===== config.mk =====
export PLATFORM = sky130hd
export DESIGN_NAME = crlf_line_framer
export DESIGN_NICKNAME = d
export VERILOG_FILES = /design/src/design/clf_pkg.sv /design/src/design/crlf_line_framer.sv /design/src/design/clf_core.sv /design/src/design/clf_fifo.sv
export SDC_FILE = /design/constraint.sdc
export NUM_CORES = 1
export LEC_CHECK = 0
export BUFFER_PORTS_ARGS = -buffer_cell sky130_fd_sc_hd__clkbuf_2
export CORE_MARGIN = 4
export CORE_UTILIZATION = 54
export DETAILED_ROUTE_END_ITERATION = 10
export PLACE_DENSITY = 0.82
export SYNTH_ARGS = -nofsm -noshare
export SYNTH_HDL_FRONTEND = slang
export SYNTH_SLANG_ARGS = --single-unit

===== constraint.sdc =====
create_clock -name clk -period 2.7 [get_ports clk]
set_input_delay 0.27 -clock clk [delete_from_list [all_inputs] [get_ports clk]]
set_output_delay 0.27 -clock clk [all_outputs]
set_load 0.005 [all_outputs]

===== src/design/clf_pkg.sv =====
// Shared types and constants for the CR/LF line framer.
// Used by clf_core, clf_fifo and crlf_line_framer; depends on nothing.
package clf_pkg;

  localparam int LINE_BYTES = 512;
  localparam int CNT_W      = $clog2(LINE_BYTES);
  localparam int LEN_W      = 9;

  localparam logic [CNT_W-1:0] KEPT_CAP = CNT_W'(LINE_BYTES - 1);

  localparam logic [1:0] KIND_DATA = 2'd0;
  localparam logic [1:0] KIND_EOL  = 2'd1;
  localparam logic [1:0] KIND_ERR  = 2'd2;

  localparam logic [7:0] CHAR_NUL = 8'h00;
  localparam logic [7:0] CHAR_LF  = 8'h0A;
  localparam logic [7:0] CHAR_CR  = 8'h0D;

  localparam int FIFO_DEPTH = 4;
  localparam int PTR_W      = $clog2(FIFO_DEPTH);
  localparam int FCNT_W     = $clog2(FIFO_DEPTH + 1);

  typedef struct packed {
    logic [1:0]       kind;
    logic [7:0]       data;
    logic [LEN_W-1:0] len;
    logic             trunc;
    logic             last;
  } res_t;

  // Up to two results produced by one input byte.
  typedef struct packed {
    logic [1:0] n;
    res_t       r0;
    res_t       r1;
  } push_t;

endpackage


===== src/design/crlf_line_framer.sv =====
// Top level of the CR/LF line framer: input register, framing core, result queue.
// Depends on clf_pkg, clf_core and clf_fifo.
//
// Usage: bytes enter on in_valid/in_ready/in_byte, one transaction per byte.
// Results leave on out_valid/out_ready with out_kind (data, end of line, zero
// byte error), out_byte, out_line_length, out_truncated and out_last; out_last
// marks the final result caused by one input byte.
// cfg_wr_en/cfg_wr_data write raw_mode (1 keeps CR/LF in the line). Write it
// only while no transaction is in flight.
// A byte waits in the input register until the core steps on it; its results are
// written to the queue and offered from there. Throughput: one byte per clock while
// the queue has room; a raw-run end byte makes two results, which leave one at a
// time. The core steps when a byte waits and the four-entry queue has room for two.
// Reset (synchronous, rst_n low) empties the pipeline, clears raw_mode and
// opens an empty line in text phase.
// When the receiver stalls, results collect in the queue; in_ready drops once
// fewer than two entries are free and the pending byte stays in its register.
module crlf_line_framer (
  input  logic                     clk,
  input  logic                     rst_n,
  input  logic                     in_valid,
  output logic                     in_ready,
  input  logic [7:0]               in_byte,
  output logic                     out_valid,
  input  logic                     out_ready,
  output logic [1:0]               out_kind,
  output logic [7:0]               out_byte,
  output logic [clf_pkg::LEN_W-1:0] out_line_length,
  output logic                     out_truncated,
  output logic                     out_last,
  input  logic                     cfg_wr_en,
  input  logic                     cfg_wr_data
);
  import clf_pkg::*;

  logic       hold_valid_r;
  logic [7:0] hold_byte_r;
  logic       raw_mode_r;
  logic       room, step;
  push_t      push;
  res_t       head;

  assign step     = hold_valid_r && room;
  assign in_ready = !hold_valid_r || step;

  always_ff @(posedge clk) begin
    if (!rst_n) begin
      hold_valid_r <= 1'b0;
      raw_mode_r   <= 1'b0;
    end else begin
      if (in_valid && in_ready) hold_valid_r <= 1'b1;
      else if (step)            hold_valid_r <= 1'b0;
      if (cfg_wr_en) raw_mode_r <= cfg_wr_data;
    end
  end

  always_ff @(posedge clk) begin
    if (in_valid && in_ready) hold_byte_r <= in_byte;
  end

  clf_core u_core (
    .clk      (clk),
    .rst_n    (rst_n),
    .step     (step),
    .data     (hold_byte_r),
    .raw_mode (raw_mode_r),
    .push     (push)
  );

  clf_fifo u_fifo (
    .clk       (clk),
    .rst_n     (rst_n),
    .push      (push),
    .room      (room),
    .out_valid (out_valid),
    .out_ready (out_ready),
    .head      (head)
  );

  assign out_kind        = head.kind;
  assign out_byte        = head.data;
  assign out_line_length = head.len;
  assign out_truncated   = head.trunc;
  assign out_last        = head.last;

  a_hold_until_step: assert property (@(posedge clk) disable iff (!rst_n)
    (hold_valid_r && !room) |=> (hold_valid_r && $stable(hold_byte_r)))
    else $error("pending byte lost while queue was full");

endmodule


===== src/design/clf_core.sv =====
// Line framing state machine: decodes one byte per step into zero to two results.
// Depends on clf_pkg.
module clf_core (
  input  logic           clk,
  input  logic           rst_n,
  input  logic           step,
  input  logic [7:0]     data,
  input  logic           raw_mode,
  output clf_pkg::push_t push
);
  import clf_pkg::*;

  localparam logic [1:0] PH_TEXT       = 2'd0;
  localparam logic [1:0] PH_OPEN_RUN   = 2'd1;
  localparam logic [1:0] PH_DISCARD    = 2'd2;
  localparam logic [1:0] PH_CLOSED_RUN = 2'd3;

  typedef struct packed {
    res_t             res;
    logic [CNT_W-1:0] kept;
    logic [1:0]       phase;
  } tb_t;

  logic [CNT_W-1:0] kept_r, kept_nxt;
  logic [1:0]       phase_r, phase_nxt;
  logic             is_eol, is_nul;
  tb_t              tb_cur, tb_zero;
  res_t             eol_res;

  // A byte that sits in text position of an open line.
  function automatic tb_t text_step(logic [7:0] b, logic [CNT_W-1:0] kept, logic raw);
    tb_t t;
    logic eol;
    eol = (b == CHAR_CR) || (b == CHAR_LF);
    t = '0;
    if (b == CHAR_NUL) begin
      t.res.kind = KIND_ERR;
      t.kept     = '0;
      t.phase    = PH_TEXT;
    end else if (eol && !raw) begin
      t.res.kind = KIND_EOL;
      t.res.len  = LEN_W'(kept);
      t.kept     = '0;
      t.phase    = PH_CLOSED_RUN;
    end else if (kept < KEPT_CAP) begin
      t.res.kind = KIND_DATA;
      t.res.data = b;
      t.kept     = kept + CNT_W'(1);
      t.phase    = eol ? PH_OPEN_RUN : PH_TEXT;
    end else begin
      t.res.kind  = KIND_EOL;
      t.res.len   = LEN_W'(kept);
      t.res.trunc = 1'b1;
      t.kept      = '0;
      t.phase     = eol ? PH_CLOSED_RUN : PH_DISCARD;
    end
    return t;
  endfunction

  assign is_eol  = (data == CHAR_CR) || (data == CHAR_LF);
  assign is_nul  = (data == CHAR_NUL);
  assign tb_cur  = text_step(data, kept_r, raw_mode);
  assign tb_zero = text_step(data, '0, raw_mode);

  always_comb begin
    eol_res      = '0;
    eol_res.kind = KIND_EOL;
    eol_res.len  = LEN_W'(kept_r);
  end

  always_comb begin
    push      = '0;
    kept_nxt  = kept_r;
    phase_nxt = phase_r;
    case (phase_r)
      PH_TEXT: begin
        push.n    = 2'd1;
        push.r0   = tb_cur.res;
        kept_nxt  = tb_cur.kept;
        phase_nxt = tb_cur.phase;
      end
      PH_OPEN_RUN: begin
        if (is_eol) begin
          push.n    = 2'd1;
          push.r0   = tb_cur.res;
          kept_nxt  = tb_cur.kept;
          phase_nxt = tb_cur.phase;
        end else begin
          // The raw run is over: close the line, then the byte opens the next one.
          push.n    = 2'd2;
          push.r0   = eol_res;
          push.r1   = tb_zero.res;
          kept_nxt  = tb_zero.kept;
          phase_nxt = tb_zero.phase;
        end
      end
      PH_DISCARD: begin
        if (is_nul) begin
          push.n    = 2'd1;
          push.r0   = tb_zero.res;
          kept_nxt  = '0;
          phase_nxt = PH_TEXT;
        end else if (is_eol) begin
          phase_nxt = PH_CLOSED_RUN;
        end
      end
      PH_CLOSED_RUN: begin
        if (!is_eol) begin
          push.n    = 2'd1;
          push.r0   = tb_zero.res;
          kept_nxt  = tb_zero.kept;
          phase_nxt = tb_zero.phase;
        end
      end
      default: begin
        phase_nxt = PH_TEXT;
        kept_nxt  = '0;
      end
    endcase
    if (push.n == 2'd1) push.r0.last = 1'b1;
    if (push.n == 2'd2) push.r1.last = 1'b1;
    if (!step) push.n = 2'd0;
  end

  always_ff @(posedge clk) begin
    if (!rst_n) begin
      kept_r  <= '0;
      phase_r <= PH_TEXT;
    end else if (step) begin
      kept_r  <= kept_nxt;
      phase_r <= phase_nxt;
    end
  end

  a_kept_capped: assert property (@(posedge clk) disable iff (!rst_n)
    kept_r <= KEPT_CAP)
    else $error("kept count beyond line cap");

  a_closed_empty: assert property (@(posedge clk) disable iff (!rst_n)
    (phase_r == PH_DISCARD || phase_r == PH_CLOSED_RUN) |-> kept_r == '0)
    else $error("kept bytes left after line was closed");

  a_pair_only_on_run_end: assert property (@(posedge clk) disable iff (!rst_n)
    (push.n == 2'd2) |-> (phase_r == PH_OPEN_RUN && push.r0.kind == KIND_EOL))
    else $error("two results outside the end of a raw run");

endmodule


===== src/design/clf_fifo.sv =====
// Four-entry result queue in flip-flops: takes up to two results a cycle, gives one.
// Depends on clf_pkg.
module clf_fifo (
  input  logic           clk,
  input  logic           rst_n,
  input  clf_pkg::push_t push,
  output logic           room,
  output logic           out_valid,
  input  logic           out_ready,
  output clf_pkg::res_t  head
);
  import clf_pkg::*;

  res_t              mem_r [FIFO_DEPTH];
  logic [PTR_W-1:0]  wr_ptr_r, rd_ptr_r;
  logic [FCNT_W-1:0] count_r, count_nxt;
  logic              pop;

  assign out_valid = (count_r != '0);
  assign pop       = out_valid && out_ready;
  assign head      = mem_r[rd_ptr_r];
  // Room is always kept for a full pair so the core never has to stall mid-byte.
  assign room      = (count_r <= FCNT_W'(FIFO_DEPTH - 2));
  assign count_nxt = count_r + FCNT_W'(push.n) - FCNT_W'(pop);

  always_ff @(posedge clk) begin
    if (push.n != 2'd0) mem_r[wr_ptr_r] <= push.r0;
    if (push.n == 2'd2) mem_r[PTR_W'(wr_ptr_r + PTR_W'(1))] <= push.r1;
  end

  always_ff @(posedge clk) begin
    if (!rst_n) begin
      wr_ptr_r <= '0;
      rd_ptr_r <= '0;
      count_r  <= '0;
    end else begin
      wr_ptr_r <= PTR_W'(wr_ptr_r + PTR_W'(push.n));
      if (pop) rd_ptr_r <= rd_ptr_r + PTR_W'(1);
      count_r <= count_nxt;
    end
  end

  a_no_overflow: assert property (@(posedge clk) disable iff (!rst_n)
    (push.n != 2'd0) |-> room)
    else $error("result pushed without room");

  a_count_tracks: assert property (@(posedge clk) disable iff (!rst_n)
    count_r <= FCNT_W'(FIFO_DEPTH))
    else $error("result queue count out of range");

  a_ptr_gap: assert property (@(posedge clk) disable iff (!rst_n)
    PTR_W'(wr_ptr_r - rd_ptr_r) == PTR_W'(count_r))
    else $error("queue pointers disagree with count");

endmodule

; Yosys cells after proc, flatten, opt, wreduce, memory -nomap -nowiden
; Memories as Yosys holds them, arrays and structs flattened. A register that Yosys moved wholly into a read port is not among the register bits.
; Index checks and enable logic that the tools add are counted.
[word_totals]
reg_bits = 28
ram_bits = 84
in_bits = 14
output_inout_bits = 23
elab_cells = 89
n_memories = 1
[mem_list]
columns = name, depth, word_bits, rd, rd_clocked_by_memory_dff, write_ports, line_no
row1 = u_fifo.mem_r, 4, 21, 1, 1, 2, clf_fifo.sv:14  ; res_t mem_r [FIFO_DEPTH];
[op_classes]
n_addsub = 6
n_lt_le_gt_ge = 2
n_eq_ne = 11
mux = 46
reduce_logical = 15
[op_table]
columns = operator, count
row1 = 23-bit case mux with 4 select lines, 1
row2 = 11-bit 2-to-1 mux, 4
row3 = 22-bit 2-to-1 mux, 2
row4 = 21-bit 2-to-1 mux, 2
row5 = 18-bit 2-to-1 mux, 2
row6 = 9-bit 2-to-1 mux, 4
row7 = 9-bit case mux with 4 select lines, 1
row8 = 8-bit 2-to-1 mux, 3
row9 = 23-bit 2-to-1 mux, 1
row10 = 2-bit 2-to-1 mux, 10
row11 = 8-bit by 4-bit equality test with 1-bit output (second input constant), 2
row12 = 1-bit 2-to-1 mux, 13
row13 = 10-bit 2-to-1 mux, 1
row14 = 9-bit by 1-bit adder with 9-bit output (second input constant), 1
row15 = 9-bit < comparator (second input constant), 1
row16 = 2-bit equality test (second input constant), 4
row17 = 8-bit zero test, 1
row18 = 2-bit case mux with 4 select lines, 1
row19 = 3-bit AND reduction, 2
row20 = 2-bit by 1-bit adder with 2-bit output (second input constant), 2
row21 = 2-bit by 1-bit equality test with 1-bit output (second input constant), 2
row22 = 1-bit logical AND, 4
row23 = 2-bit nonzero test, 2
row24 = 3-bit by 2-bit adder with 3-bit output, 1
row25 = 11 further kinds, 13

; Depth between registers and ports, before layout
[logic_depth]
word_depth = 11
mapped_depth = 12
ltp_nobuf = 11

; Cells and area by module
; A second synthesis with hierarchy kept.
[unflattened]
hier_cells = 416
hier_area_um2 = 6169.7
[modules_own_cells]
columns = module, instances, cells_per_inst, area_each_um2, seq_area_each_um2
row1 = clf_fifo, 1, 251, 4734.5, 2702.6
row2 = clf_core, 1, 148, 1093.5, 220.2
row3 = crlf_line_framer, 1, 17, 341.6, 280.3

; Worst setup path before layout
; Ideal clock, no wire load.
[synth_path]
path_type = register to register
from = reg hold_byte_r[5]
to = reg u_fifo.count_r[2]
setup_ns = 0.115
arrival_time_ns = 2.722
t_required_ns = 2.585
path_slack_ns = -0.137
stages_incl_launch_ff = 13
path_buffers = 1
period_less_slack_ns = 2.837
path_cell_list = edfxtp_1 -> nor4_4 -> o21ai_2 -> clkbuf_1 -> a21o_1 -> and3_1 -> nor2_1 -> ha_1 -> inv_1 -> fa_1 -> xor2_1 -> xnor2_1 -> and2_1
[synth_between]
elab_chain_cells = 7
word_cells_on_any_way = 11
classes_between = add/sub (2) / eq/ne (2) / mux (5) / reduce/logical (2)
[synth_lines]
columns = item, line_no
row1 = "start, declared", crlf_line_framer.sv:37  ; logic [7:0] hold_byte_r;
row2 = "start signal, assigned", crlf_line_framer.sv:58  ; if (in_valid && in_ready) hold_byte_r <= in_byte;
row3 = 8-bit by 4-bit equality test with 1-bit output, clf_core.sv:60  ; assign is_eol = (data == CHAR_CR) || (data == CHAR_LF);
row4 = 1-bit logical OR, clf_core.sv:60
row5 = 22-bit 2-to-1 mux / 23-bit 2-to-1 mux (equally long branches), "clf_core.sv:108, clf_core.sv:83"
row6 = 23-bit case mux with 4 select lines (*), clf_core.sv:75  ; case (phase_r)
row7 = 2-bit 2-to-1 mux (*), clf_core.sv:122  ; if (!step) push.n = 2'd0;
row8 = 3-bit by 2-bit adder with 3-bit output (*), clf_fifo.sv:24  ; assign count_nxt = count_r + FCNT_W'(push.n) - FCNT_W'(pop);
row9 = 3-bit by 1-bit subtractor with 3-bit output (*), clf_fifo.sv:24
row10 = "end signal, assigned", clf_fifo.sv:39  ; count_r <= count_nxt;
row11 = "end, declared", clf_fifo.sv:16  ; logic [FCNT_W-1:0] count_r, count_nxt;
; Mark *: on every way between the ends. The rest lies on a longest branch, timed or not.
; A chain may end at the register's enable or synchronous reset.

; Worst setup path after layout
; Ends and elaborated chain as after synthesis.

==> impl_metrics.env <==
export IMPL_outcome="finished, final reports clean"
export IMPL_port_buffers=36
export IMPL_wl_per_cell_um=20.3
export IMPL_period_minus_slack_ns=2.66
export IMPL_final_cell_mix="dfxtp_1, edfxtp_1, buf_4"
export IMPL_crit_fanout=2
export IMPL_dp_slack_ns=0.0212
export IMPL_yosys_warnings=0
export IMPL_worstMarginPinSlew_ns=0.792
export IMPL_drt_first_pass_iters=6
export IMPL_wl_um=13100
export IMPL_crit_family="simple AND/OR/NAND/NOR gates"
export IMPL_io_pins=37
export IMPL_fin_nets=527
export IMPL_cp_end_kind="register"
export IMPL_grt_pass1_wl_um=21500
export IMPL_cts_inserted_buffers=17
export IMPL_cpPeakStageDelay_ns=0.56
export IMPL_die_width_um=106
export IMPL_drive_above_1_share=0.315
export IMPL_grt_max_degree=23
export IMPL_antenna_cells=0
export IMPL_via_per_inst=6.30
export IMPL_crit_type="reg2reg"
export IMPL_rsz0062_at_grt="true"
export IMPL_drtAntennaViolNets=0
export IMPL_multi_input_area_um2=2330
export IMPL_ir_drop_v=0.000546
export IMPL_fin_ws_ns=0.0372
export IMPL_fin_skew_ns=0.0121
export IMPL_grt_pass1_vias=4253
export IMPL_seq_area_um2=2800
export IMPL_leakagePower_nw=2.42
export IMPL_cts_sinks=114
export IMPL_fmax_mhz=376
export IMPL_path_clk_slew_ns=0.06
export IMPL_avgSynthCellArea_um2=12.5
export IMPL_synthToLayoutAreaGrowth_pct=27.2
export IMPL_min_period_over_period=0.986
export IMPL_clockBufferDepth=2
export IMPL_cp_num_buf_inv=1
export IMPL_yosys_register_bits=114
export IMPL_die_area_um2=11300
export IMPL_gp_congestion=0.913
export IMPL_crit_path_start_kind="register"
export IMPL_cts_max_level=4
export IMPL_dp_hpwl_um=8240
export IMPL_maxSlewViolCount=0
export IMPL_syn_nets=437
export IMPL_num_fill_cells=599
export IMPL_die_h_um=106
export IMPL_overflow=0
export IMPL_synthesis_area_um2=5200
export IMPL_cts_tree="built"
export IMPL_hold_viol=0
export IMPL_ys_seq_area_frac=0.539
export IMPL_slew_headroom=0.458
export IMPL_synthArstFlopShare=0
export IMPL_vias=4087
export IMPL_worstPathRequired_ns=3.11
export IMPL_cts_root_buf="clkbuf_8"
export IMPL_drc_errors=0
export IMPL_setup_tns_ns=0
export IMPL_core_um2=9330
export IMPL_synth_distinct_cells=62
export IMPL_syn_inst=417
export IMPL_rows=35
export IMPL_crit_slowest_cell="or4_4"
export IMPL_initial_core_util=0.558
export IMPL_clk_latency_ns=0.52
export IMPL_synth_edff_count=52
export IMPL_power_per_cell_area_nw_per_um2=816
export IMPL_arrival_ns=3.08
export IMPL_track_usage=0.247
export IMPL_setup_viol=0
export IMPL_layout_commonest_cell="dfxtp_1"
export IMPL_ys_flop_type="dfxtp_1"
export IMPL_hold_path_class="in2reg"
export IMPL_antenna_found_initial=0
export IMPL_path_cells="or4_4 > or3_4 > and3_4 > nor2_4 > ha_4 > inv_2 > fa_2 > xor2_2 > xnor2_1 > and2_1"
export IMPL_drv_cap=0
export IMPL_drt_initial_drc_count=410
synthesized netlist by cell type, types with 5 or more instances:
master     n  area [um^2]
nand4_1    5         31.3
dfxtp_1   62         1240
a21oi_1   29          145
mux2i_1   10          100
or3_1      7         43.8
nand3_1    8         40.0
o211ai_1   6         45.0
o21ai_0   10         50.1
inv_1     12         45.0
xor2_1     5         43.8
nor2_1    15         56.3
edfxtp_1  52         1560
nand2_1   31          116
clkbuf_1  16         60.1
and2_1     7         43.8
a22o_1    28          245
mux4_2    21          473
a21boi_0  16          120
ha_1       5         62.6
worst register-to-register path: cells and delay by family, from the launching register on:
kind	cells	cell delay, ns
and+or+nand+nor	5	1.37
adders and majority gates	2	0.51
DFF	1	0.38
xor gates and xnor gates	2	0.28
buffers and inverters	1	0.03
layer usage:
metal / share of wire / GRT usage
met1: 0.38 / 0.312
met2: 0.49 / 0.403
met3: 0.10 / 0.0668
met4: 0.029 / 0.0999
met5: 0 / 0
stage by stage:
stage | utilization | power (W) | std cells | hold slack (ns) | area (um^2)
after floorplan | - | 0.00271 | 417 | 0.369 | 5230
after global placement | 0.621 | 0.00302 | 600 | 0.444 | 5790
after detailed placement | 0.621 | 0.00305 | 600 | 0.449 | 5790
after CTS | 0.701 | 0.00537 | 645 | 0.0313 | 6540
after global routing | 0.709 | 0.00563 | 649 | 0.0622 | 6620
final | 0.709 | 0.00540 | 649 | 0.0497 | 6620
cell type report:
type / count / area share
sequential: 114 / 0.424
multi-input combinational: 267 / 0.352
timing repair buffer: 94 / 0.0991
clock buffer: 20 / 0.0722
tap: 129 / 0.0244
clock inverter: 12 / 0.0214
inverter: 13 / 0.00737
final timing paths:
path                                   startpoint                              end  slack, ns  cells past startpoint
setup / recovery         hold_byte_r[5]$_DFFE_PP_     u_fifo.count_r[2]$_SDFF_PN0_       0.04                     10
hold reg to reg   u_fifo.mem_r[0][2]$_SDFFE_PP0P_  u_fifo.mem_r[0][2]$_SDFFE_PP0P_       0.46                      2
setup reg to reg         hold_byte_r[5]$_DFFE_PP_     u_fifo.count_r[2]$_SDFF_PN0_       0.04                     10
hold / removal                              rst_n    u_fifo.wr_ptr_r[1]$_SDFF_PN0_       0.05                      2
cell families after synthesis:
logic type                 Yosys count  synth area share
AOI/OAI and AO/OA                  122             0.186
xor gates and xnor gates             8            0.0135
adders and majority gates            6            0.0159
buffers and inverters               36            0.0267
DFF                                114             0.539
muxes                               31             0.110
and+or+nand+nor                    100             0.109
state kept, by name, indices dropped and copies added (netlist names), named ones only:
name,flops
hold_valid_r,1
u_core.kept_r,9
raw_mode_r,1
u_fifo.rd_ptr_r,2
u_fifo.wr_ptr_r,2
u_fifo.mem_r,84
hold_byte_r,8
u_fifo.count_r,3
u_core.phase_r,2
power breakdown:
group	switching (W)	total, W	internal (W)
logic	0.000556	0.00106	0.000505
clock network	0.000845	0.00231	0.00146
registers	0.0000920	0.00203	0.00194
what timing repair did:
item,4_1_cts,5_1_grt
resized for setup,0,9
pin swaps,2,10
hold endpoints to repair,10,0
buffers inserted,2,4
gates cloned,0,0
endpoints found under the setup margin,3,5
hold buffers,11,0
Power figures use the tool's default switching activity.
